`src/rtl/core/mld_ram.sv`:
```
// Generic single-write, single-read synchronous RAM with registered read data.
// Self-contained; no package needed.
module mld_ram #(
    parameter int WIDTH = 32,
    parameter int DEPTH = 32
) (
    input  logic                                   i_clk,
    input  logic                                   i_we,
    input  logic [((DEPTH > 1) ? $clog2(DEPTH) : 1)-1:0] i_waddr,
    input  logic [WIDTH-1:0]                       i_wdata,
    input  logic [((DEPTH > 1) ? $clog2(DEPTH) : 1)-1:0] i_raddr,
    output logic [WIDTH-1:0]                       o_rdata
);
    logic [WIDTH-1:0] r_mem [DEPTH];

    always_ff @(posedge i_clk) begin
        if (i_we) begin
            r_mem[i_waddr] <= i_wdata;
        end
        o_rdata <= r_mem[i_raddr];
    end
endmodule

```
`config.mk`:
```
export PLATFORM = sky130hd
export DESIGN_NAME = mld_ram
export DESIGN_NICKNAME = d
export VERILOG_FILES = /design/src/rtl/core/mld_ram.sv
export SDC_FILE = /design/constraint.sdc
export NUM_CORES = 1
export LEC_CHECK = 0
export ABC_CLOCK_PERIOD_IN_PS = 5900
export CAP_MARGIN = 20
export CORE_MARGIN = 2
export CORE_UTILIZATION = 33
export CTS_CLUSTER_DIAMETER = 50
export DETAILED_ROUTE_END_ITERATION = 10
export DONT_BUFFER_PORTS = 1
export PLACE_DENSITY = 0.49
export SLEW_MARGIN = 15
export SYNTH_ARGS = -nofsm -noshare
export SYNTH_HDL_FRONTEND = slang
export SYNTH_SLANG_ARGS = --single-unit
```
`constraint.sdc`:
```
create_clock -name i_clk -period 5.9 [get_ports i_clk]
set_input_delay 0.295 -clock i_clk [delete_from_list [all_inputs] [get_ports i_clk]]
set_output_delay 0.295 -clock i_clk [all_outputs]
set_load 0.02 [all_outputs]
```
==> run_results.csv <==
group,metric,value,unit
outcome,status,"complete, no violations",
route,routedWlPerCell,26.3,µm
global_routing,first_global_vias,21100,
timing,drv_slew,0,
global_routing,grt_max_degree,513,
placement,port_buffers,0,
logic_synthesis,syn-instance-count,2260,
global_routing,grtUsageMet1,0.228,
floorplan,die_x,354,µm
logic_synthesis,yosysTopAreaCellShare,0.760,
cells_and_area,nets,2405,
floorplan,core-area,0.122,mm²
global_routing,top_usage_layer,"met2",
timing,setup_tns,0,ps
logic_synthesis,syn_area_per_cell,17.9,µm²
placement,hpwl,53900,µm
power_and_ir_drop,p_total,0.0166,W
cells_and_area,layout_common_cells,"edfxtp_1 (1024), mux2i_1 (512), clkbuf_16 (122)",
logic_synthesis,synth_nets,2304,
worst_hold_path,holdPathStages,4,
setup_path,reg2reg_slack,4280,ps
run,cap_viol_max_count,0,
cts,cts_sinks,1056,
global_routing,grt_util_met2,0.283,
setup_path,r2r-end,"o_rdata[6]",
timing,tightestPinTransition,1050,ps
cells_and_area,n_antenna_cell,0,
global_routing,met3_usage,0.0267,
power_and_ir_drop,power_frac_clock,0.444,
cts,numCtsBuffers,120,
timing,rsz0062_at_grt,"no",
worst_hold_path,holdPathEnd,"o_rdata[11]",
floorplan,die_area,0.126,mm²
setup_path,crit_top_cell,"buf_16",
placement,dp_cells,3804,
logic_synthesis,ys_seq_elements,1056,
setup_path,critPathMaxStageDelay,660,ps
floorplan,die_h,354,µm
route,firstDrtPassIters,7,
cells_and_area,fill_cells,11000,
cts,cts_tree,"done",
timing,hold_ws,38.4,ps
setup_path,reg2reg_depth,5,
route,via_per_inst,5.07,
cells_and_area,drive_gt1_frac,0.123,
power_and_ir_drop,sw_frac_of_total,0.216,
setup_path,worstPathRequired,6410,ps
cts,post_cts_buffers,0,
cts,clk_latency,680,ps
global_routing,overflow,0,
power_and_ir_drop,leakage,16.2,nW
cells_and_area,syn_to_final_growth,16.7,%
cells_and_area,design_area,0.0472,mm²
power_and_ir_drop,p_sw,0.00358,W
cts,cts_hold_buf,47,
setup_path,cp_cell_sequence,"buf_16 > buf_16 > buf_16 > mux2i_1 > a22o_1 > nor3_1 > a31oi_1 > nand3_1",
cells_and_area,final_common_cell,"edfxtp_1",
setup_path,cp_max_fo,123,
logic_synthesis,yosysSeqAreaShare,0.775,
route,drc,0,
setup_path,start_kind,"input port",
floorplan,io_pins,76,
setup_path,r2r_start,"r_mem[6][6]",
setup_path,cp_slowest_cell,"buf_16",
cells_and_area,instances_no_fill,4089,
timing,finalHoldViolations,0,
timing,fin_crit_sh,0.516,
cts,cts.clk_slew.worst_paths,60,ps
power_and_ir_drop,power_density,350,mW/mm²
route,routed-via-count,20700,
worst_hold_path,hp-class,"in2reg",
global_routing,antenna_found_initial,5,
setup_path,worstSetupPathType,"in2reg",
logic_synthesis,ys_top_cells_by_area,"edfxtp_1 (76%), mux2i_1 (13%), a22oi_1 (1.8%)",
logic_synthesis,yosysUniqueCellTypes,25,
timing,final-setup-viol-count,0,
global_routing,grt_usage,0.168,
worst_hold_path,worstHoldStart,"i_raddr[0]",
logic_synthesis,syn_area,0.0405,mm²
route,drt.antenna.violating_nets,0,
route,first_iter_violations,1830,
power_and_ir_drop,power_frac_seq,0.509,
power_and_ir_drop,internal-power,0.0130,W
cts,cts_resized,0,
floorplan,initial_core_util,0.333,
timing,fmaxAchievable,0.328,GHz
power_and_ir_drop,peakVddDrop,0.287,mV
route,wl,108000,µm
floorplan,rows,128,
cts,cts-root-buf,"clkbuf_16",
logic_synthesis,yosysWarnings,0,
placement,gp_congestion,0.734,
power_and_ir_drop,combPwrFrac,0.046,
timing,fin_crit,3050,ps
logic_synthesis,yosysTopAreaCell,"edfxtp_1",
setup_path,crit_arrival,3560,ps
timing,max-slew-margin-rel,0.298,
cts,clockBufferDepth,3,
placement,post_dp_cell_area,0.0424,mm²
setup_path,worstSetupEndpointType,"register",
cts,cts_max_level,3,
global_routing,grt_pass1_wl,153000,µm
timing,finalClockSkew,29.1,ps
==> layer usage <==
metal,wire [µm],part of all wire
met1,48000,0.45
met5,23,0.00021
met3,4650,0.043
met4,2200,0.020
met2,52700,0.49
==> flip-flops by register name, summed over array words and instances, names as in the netlist <==
register / count
o_rdata: 32
r_mem: 1024
==> synthesized netlist by cell type, drive strengths merged <==
library cell and count:
a31oi 32, nand2 98, nor2b 1, nand3b 5, or3b 3, edfxtp 1024, nor3 32, mux2i 512
and2 1, nor2 34, nand2b 2, and2b 1, nand3 98, buf 79, a22oi 96, a22o 64
or2 1, a21oi 96, or3 1, dfxtp 32, clkbuf 48
==> cell type report <==
| type | instances | area, µm² | area share |
|---|---|---|---|
| multi-input combinational | 1077 | 8610 | 0.182 |
| timing repair buffer | 106 | 1260 | 0.0267 |
| clock buffer | 152 | 3210 | 0.0678 |
| sequential | 1056 | 31400 | 0.664 |
| tap | 1625 | 2030 | 0.0430 |
| clock inverter | 73 | 747 | 0.0158 |
==> power by group through the flow <==
stage	Sequential [W]	Clock [W]	Combinational (W)
3_5_place_dp	0.00860	0	0.000520
5_1_grt	0.00844	0.00778	0.000824
4_1_cts	0.00845	0.00752	0.000671
6_report	0.00844	0.00736	0.000765
2_1_floorplan	0.00856	0	0.000431
3_3_place_gp	0.00860	0	0.000516
==> metrics by stage <==
step / util / setup slack, ps
4_1_cts: 0.386 / 3910
6_report: 0.388 / 2850
2_1_floorplan: - / 3170
5_1_grt: 0.388 / 2800
3_5_place_dp: 0.349 / 3190
3_3_place_gp: 0.349 / 3210
==> worst max-delay path, delay by kind of cell <==
family	cells	cell delay (ps)
buffers and inverters	3	1800
muxes	1	270
and+or+nand+nor	2	240
AOI/OAI and AO/OA	2	600
==> worst max path at each step <==
stage                           from           end  slack, ps  cells past startpoint
after global placement    i_waddr[0]   r_mem[6][9]       3210                      3
after CTS                 i_waddr[0]  r_mem[6][14]       3910                      3
final                     i_raddr[0]   o_rdata[27]       2850                      8
after global routing      i_raddr[0]   o_rdata[27]       2800                      8
after floorplan           i_waddr[1]  r_mem[12][0]       3170                      3
after detailed placement  i_waddr[0]   r_mem[6][8]       3190                      3
==> cells by family after synthesis <==
| kind of cell | Yosys count | share of synthesized area |
|---|---|---|
| flip-flops | 1056 | 0.775 |
| multiplexers | 512 | 0.127 |
| AO/OA/AOI/OAI | 288 | 0.0485 |
| AND/OR/NAND/NOR | 277 | 0.0310 |
| buffers and inverters | 127 | 0.0186 |
Power figures use the tool's default switching activity.
