===== config.mk =====
export PLATFORM = sky130hd
export DESIGN_NAME = mld_store
export DESIGN_NICKNAME = d
export VERILOG_FILES = /design/src/rtl/core/mld_pkg.sv /design/src/rtl/core/mld_ram.sv /design/src/rtl/core/mld_store.sv
export SDC_FILE = /design/constraint.sdc
export NUM_CORES = 2
export LEC_CHECK = 0
export ABC_CLOCK_PERIOD_IN_PS = 3300
export BUFFER_PORTS_ARGS = -buffer_cell sky130_fd_sc_hd__buf_2
export CORE_MARGIN = 8
export CORE_UTILIZATION = 55
export CTS_CLUSTER_DIAMETER = 120
export DETAILED_ROUTE_END_ITERATION = 6
export HOLD_SLACK_MARGIN = 0.05
export PLACE_DENSITY = 0.75
export SLEW_MARGIN = 10
export SYNTH_ARGS = -nofsm -noshare
export SYNTH_HDL_FRONTEND = slang
export SYNTH_SLANG_ARGS = --single-unit

===== constraint.sdc =====
create_clock -name i_clk -period 3.3 [get_ports i_clk]
set_input_delay 0 -clock i_clk [delete_from_list [all_inputs] [get_ports i_clk]]
set_output_delay 0 -clock i_clk [all_outputs]
set_load 0.1 [all_outputs]

===== src/rtl/core/mld_pkg.sv =====
// Package for the multi-word long divider: sizes, state codes and shared types.
// Used by mld_store and the top level under rtl/core; depends on nothing.
package mld_pkg;

    localparam int WORDS = 32;
    localparam int AW    = (WORDS > 1) ? $clog2(WORDS) : 1;
    localparam int KW    = AW + 1;
    localparam int BW    = AW + 5;
    localparam int WBITS = 32;

    localparam logic [1:0] OP_LOAD_DVD = 2'd0;
    localparam logic [1:0] OP_LOAD_DSR = 2'd1;
    localparam logic [1:0] OP_DIVIDE   = 2'd2;

    typedef enum logic [2:0] {
        ST_IDLE,
        ST_ZCHK,
        ST_STEP,
        ST_OUT_RD,
        ST_OUT_WAIT,
        ST_OUT_HOLD
    } t_state;

    typedef struct packed {
        logic             en;
        logic             sel_dsr;
        logic [AW-1:0]    idx;
        logic [WBITS-1:0] val;
    } t_ld_req;

    // Next remainder bank in rotation over three banks.
    function automatic logic [1:0] bank_inc(input logic [1:0] b);
        logic [1:0] r;
        case (b)
            2'd0:    r = 2'd1;
            2'd1:    r = 2'd2;
            default: r = 2'd0;
        endcase
        return r;
    endfunction

endpackage


===== src/rtl/core/mld_ram.sv =====
// Generic single-write, single-read synchronous RAM with registered read data.
// Self-contained; no package needed.
module mld_ram #(
    parameter int WIDTH = 32,
    parameter int DEPTH = 32
) (
    input  logic                                   i_clk,
    input  logic                                   i_we,
    input  logic [((DEPTH > 1) ? $clog2(DEPTH) : 1)-1:0] i_waddr,
    input  logic [WIDTH-1:0]                       i_wdata,
    input  logic [((DEPTH > 1) ? $clog2(DEPTH) : 1)-1:0] i_raddr,
    output logic [WIDTH-1:0]                       o_rdata
);
    logic [WIDTH-1:0] r_mem [DEPTH];

    always_ff @(posedge i_clk) begin
        if (i_we) begin
            r_mem[i_waddr] <= i_wdata;
        end
        o_rdata <= r_mem[i_raddr];
    end
endmodule


===== src/rtl/core/mld_store.sv =====
// Operand stores: dividend and divisor RAMs with per-word valid bits so that
// words never loaded since reset read as zero. Depends on mld_pkg and mld_ram.
module mld_store (
    input  logic                   i_clk,
    input  logic                   i_rst_n,
    input  mld_pkg::t_ld_req       i_ld,
    input  logic [mld_pkg::AW-1:0] i_dvd_raddr,
    input  logic [mld_pkg::AW-1:0] i_dsr_raddr,
    output logic [31:0]            o_dvd_rdata,
    output logic [31:0]            o_dsr_rdata
);
    import mld_pkg::*;

    logic [WORDS-1:0] r_dvd_vld;
    logic [WORDS-1:0] r_dsr_vld;
    logic             r_dvd_rv;
    logic             r_dsr_rv;
    logic [31:0]      dvd_raw;
    logic [31:0]      dsr_raw;

    mld_ram #(.WIDTH(32), .DEPTH(WORDS)) u_dvd (
        .i_clk   (i_clk),
        .i_we    (i_ld.en && !i_ld.sel_dsr),
        .i_waddr (i_ld.idx),
        .i_wdata (i_ld.val),
        .i_raddr (i_dvd_raddr),
        .o_rdata (dvd_raw)
    );

    mld_ram #(.WIDTH(32), .DEPTH(WORDS)) u_dsr (
        .i_clk   (i_clk),
        .i_we    (i_ld.en && i_ld.sel_dsr),
        .i_waddr (i_ld.idx),
        .i_wdata (i_ld.val),
        .i_raddr (i_dsr_raddr),
        .o_rdata (dsr_raw)
    );

    always_ff @(posedge i_clk) begin
        if (!i_rst_n) begin
            r_dvd_vld <= '0;
            r_dsr_vld <= '0;
            r_dvd_rv  <= 1'b0;
            r_dsr_rv  <= 1'b0;
        end else begin
            if (i_ld.en && !i_ld.sel_dsr) begin
                r_dvd_vld[i_ld.idx] <= 1'b1;
            end
            if (i_ld.en && i_ld.sel_dsr) begin
                r_dsr_vld[i_ld.idx] <= 1'b1;
            end
            r_dvd_rv <= r_dvd_vld[i_dvd_raddr];
            r_dsr_rv <= r_dsr_vld[i_dsr_raddr];
        end
    end

    assign o_dvd_rdata = r_dvd_rv ? dvd_raw : 32'd0;
    assign o_dsr_rdata = r_dsr_rv ? dsr_raw : 32'd0;
endmodule


==> metrics <==
Clk Latency, worst-skew pair=0.82 ns; WL/cell=33.6 um; Overflow after GRT=0; Area after DPL=86300 um2; utilization after layout=63.2%; combinational share of power=5.0%; # fillers=9248; Critical Path RT=3.30 ns; CTS Root Cell=clkbuf_16; Peak VDD IR=0.544 mV; worst setup path class=register to primary output; CP Cell Sequence=and2_1, buf_2; worst rel slew slack=19.7%; Nets=3703; Psw=11.8 mW; RSZ-0062 raised after global routing=no; Worst setup SP type=register; Starting Density=55.4%; Die Area=161000 um2; largest net degree at the start of global routing=71; sequential power share=54.6%; FP Rows=141; cell area after synthesis=81800 um2; Netlist cell types=27; Initial DRC Count=4736; Clock Tree Buf Depth=3; drt via density=6.54; Post-Layout Inst Area=93300 um2; GRT Resource Usage Total=23.8%; Max-cap violations=0; HPWL after detailed placement=99000 um; Seq/Total Area, Yosys=78.3%; Hold Fails Final Rpt=0; Pins Over Slew Limit=0; sw frac=21.0%; minimum period implied by the final worst setup slack=2.61 ns; CP max stage delay=0.98 ns; number of synthesis warnings=0; CTS tree=yes; share of post-route cells with drive strength above 1=35.1%; gp weighted congestion=0.772; leading cell types in the layout, fill and taps excluded=2048 x edfxtp_1, 652 x mux4_2, 205 x clkbuf_16, 130 x dfxtp_1, 106 x buf_2; dpl ws=0.655 ns; Synth top area share=75.1%; H-tree depth=4; Die W=402 um; post-route clock period utilization=79.1%; leakage power=29.3 nW; largest cells by area after synthesis=edfxtp_1 75%, mux4_2 18%, dfxtp_1 3.2%; Synth Area in Compound Gates=0.670%; cell taking the most area after synthesis=edfxtp_1; Port Buffers=114; Placeable Area=148000 um2; Setup Viol. Count Final=0; Synth Area in Adders=0%; largest family of logic cells by synthesized area=multiplexers; Total Wirelength=194000 um; dpl cells=5328; clock-pin slew on the worst setup and hold paths=0.06 ns; Slew @ Worst Pin=1.20 ns; post-synthesis mux area share=19.0%; TNS Setup=0 ns; cell count after synthesis=3320; critical path buffer and inverter count=1; Top Family by Delay on Critical Path=flip-flops; Seq cells post-synth=2178; Sequential cell area=64100 um2; Synth Net Count=3371; simple logic cell fraction of the synthesized area=1.03%; final total power=56.3 mW; CP Capture Type=primary output; CTS buffer count=202; final clock skew=0.0197 ns; vias in the first global route=38721; FMAX=0.383 GHz; First-pass DRT Iterations=5; pwr dens=603 nW/um2; P&R area growth vs syn=14.0%; Post-CTS Setup Bufs=0; CP Max Fanout=32; clk sink count=2178; initial antenna violation count=13; clock network power share=40.4%; outcome=finished clean; global-route wire length before repair=278000 um; final worst slack=0.691 ns; crit path max-delay cell type=dfxtp_1; via count=37719; Internal=44.4 mW; Avg Cell Area, Syn=24.7 um2; DRC=0; XOR/XNOR Fraction of Synth Area=0%; worst endpoint data arrival time=2.61 ns; I/O pin total=115; DRT antenna net count=0; Hold WS=0.114 ns; Multi-input gate area=17400 um2; leading cell type in the layout, fill and taps excluded=edfxtp_1; min-delay worst type=input port to register; die height=402 um; Layout Cells excl Fill=5764
[what timing repair did]
action                    in CTS  in global routing
hold buffers                  50                  0
resized for setup              0                  0
hold endpoints to repair    2255                  0
[synth_stat cells (all sizes together)]
library cell	count
edfxtp	2048
mux4	652
dfxtp	130
buf	99
clkbuf	76
nor2	72
mux2	68
and2	64
o21a	64
mux2i	8
nand2	6
nand3	5
nor2b	5
nor3b	4
nand3b	3
a2111oi	2
and3	2
clkinv	2
o2111a	2
o21ai	2
o41ai	2
or3b	2
nand4	1
or3	1
[per-layer routing]
metal | vias up | global-route usage (%) | share of wire (%)
li1 | 14940 | - | -
met1 | 20326 | 32.8 | 38
met2 | 2138 | 39.4 | 50
met3 | 309 | 5.05 | 9.4
met4 | 6 | 6.35 | 2.6
met5 | - | 0 | 0.017
[tightest hold or removal path: cells and delay by family]
family / cells / cell delay, ns
multiplexers: 3 / 0.66
buffers and inverters: 1 / 0.23
[flip-flops by register name, indices dropped and copies added (netlist names)]
register,flops
u_dvd.r_mem,1024
r_dvd_rv,1
u_dsr.o_rdata,32
u_dvd.o_rdata,32
u_dsr.r_mem,1024
r_dvd_vld,32
r_dsr_vld,32
r_dsr_rv,1
[layout make-up]
type | count | area share [%]
Sequential cell | 2178 | 68.7
Multi-Input combinational cell | 965 | 18.6
Inverter | 2 | 0.00804
Antenna cell | 6 | 0.0161
Tap cell | 1930 | 2.59
Timing Repair Buffer | 303 | 3.05
Clock buffer | 287 | 6.15
Clock inverter | 93 | 0.849
[final timing paths]
kind,start,end,slack (ns),depth (start not counted)
worst max-delay path,r_dvd_rv$_SDFF_PN0_,o_dvd_rdata[6],0.69,2
worst min-delay path,i_dsr_raddr[1],u_dsr.o_rdata[8]$_DFF_P_,0.11,4
worst max register to register,r_dvd_vld[7]$_SDFFE_PN0P_,r_dvd_rv$_SDFF_PN0_,0.95,6
worst min register to register,r_dsr_vld[6]$_SDFFE_PN0P_,r_dsr_vld[6]$_SDFFE_PN0P_,0.46,1
[power groups by stage]
stage / clock network (mW) / logic, mW / registers (mW)
after floorplan: 0 / 1.79 / 31.1
after CTS: 23.0 / 2.85 / 30.7
after global routing: 24.0 / 2.98 / 30.7
after global placement: 0 / 2.71 / 31.3
after detailed placement: 0 / 2.77 / 31.3
final: 22.7 / 2.82 / 30.7
[cells by family (layout without fill, tap and decap cells)]
group	after synthesis	in the layout
compound gates	72	72
mux	728	728
buf+inv	177	685
other cells	0	6
flops	2178	2178
simple gates	165	165
No activity file was read; power rests on OpenSTA's default activity.
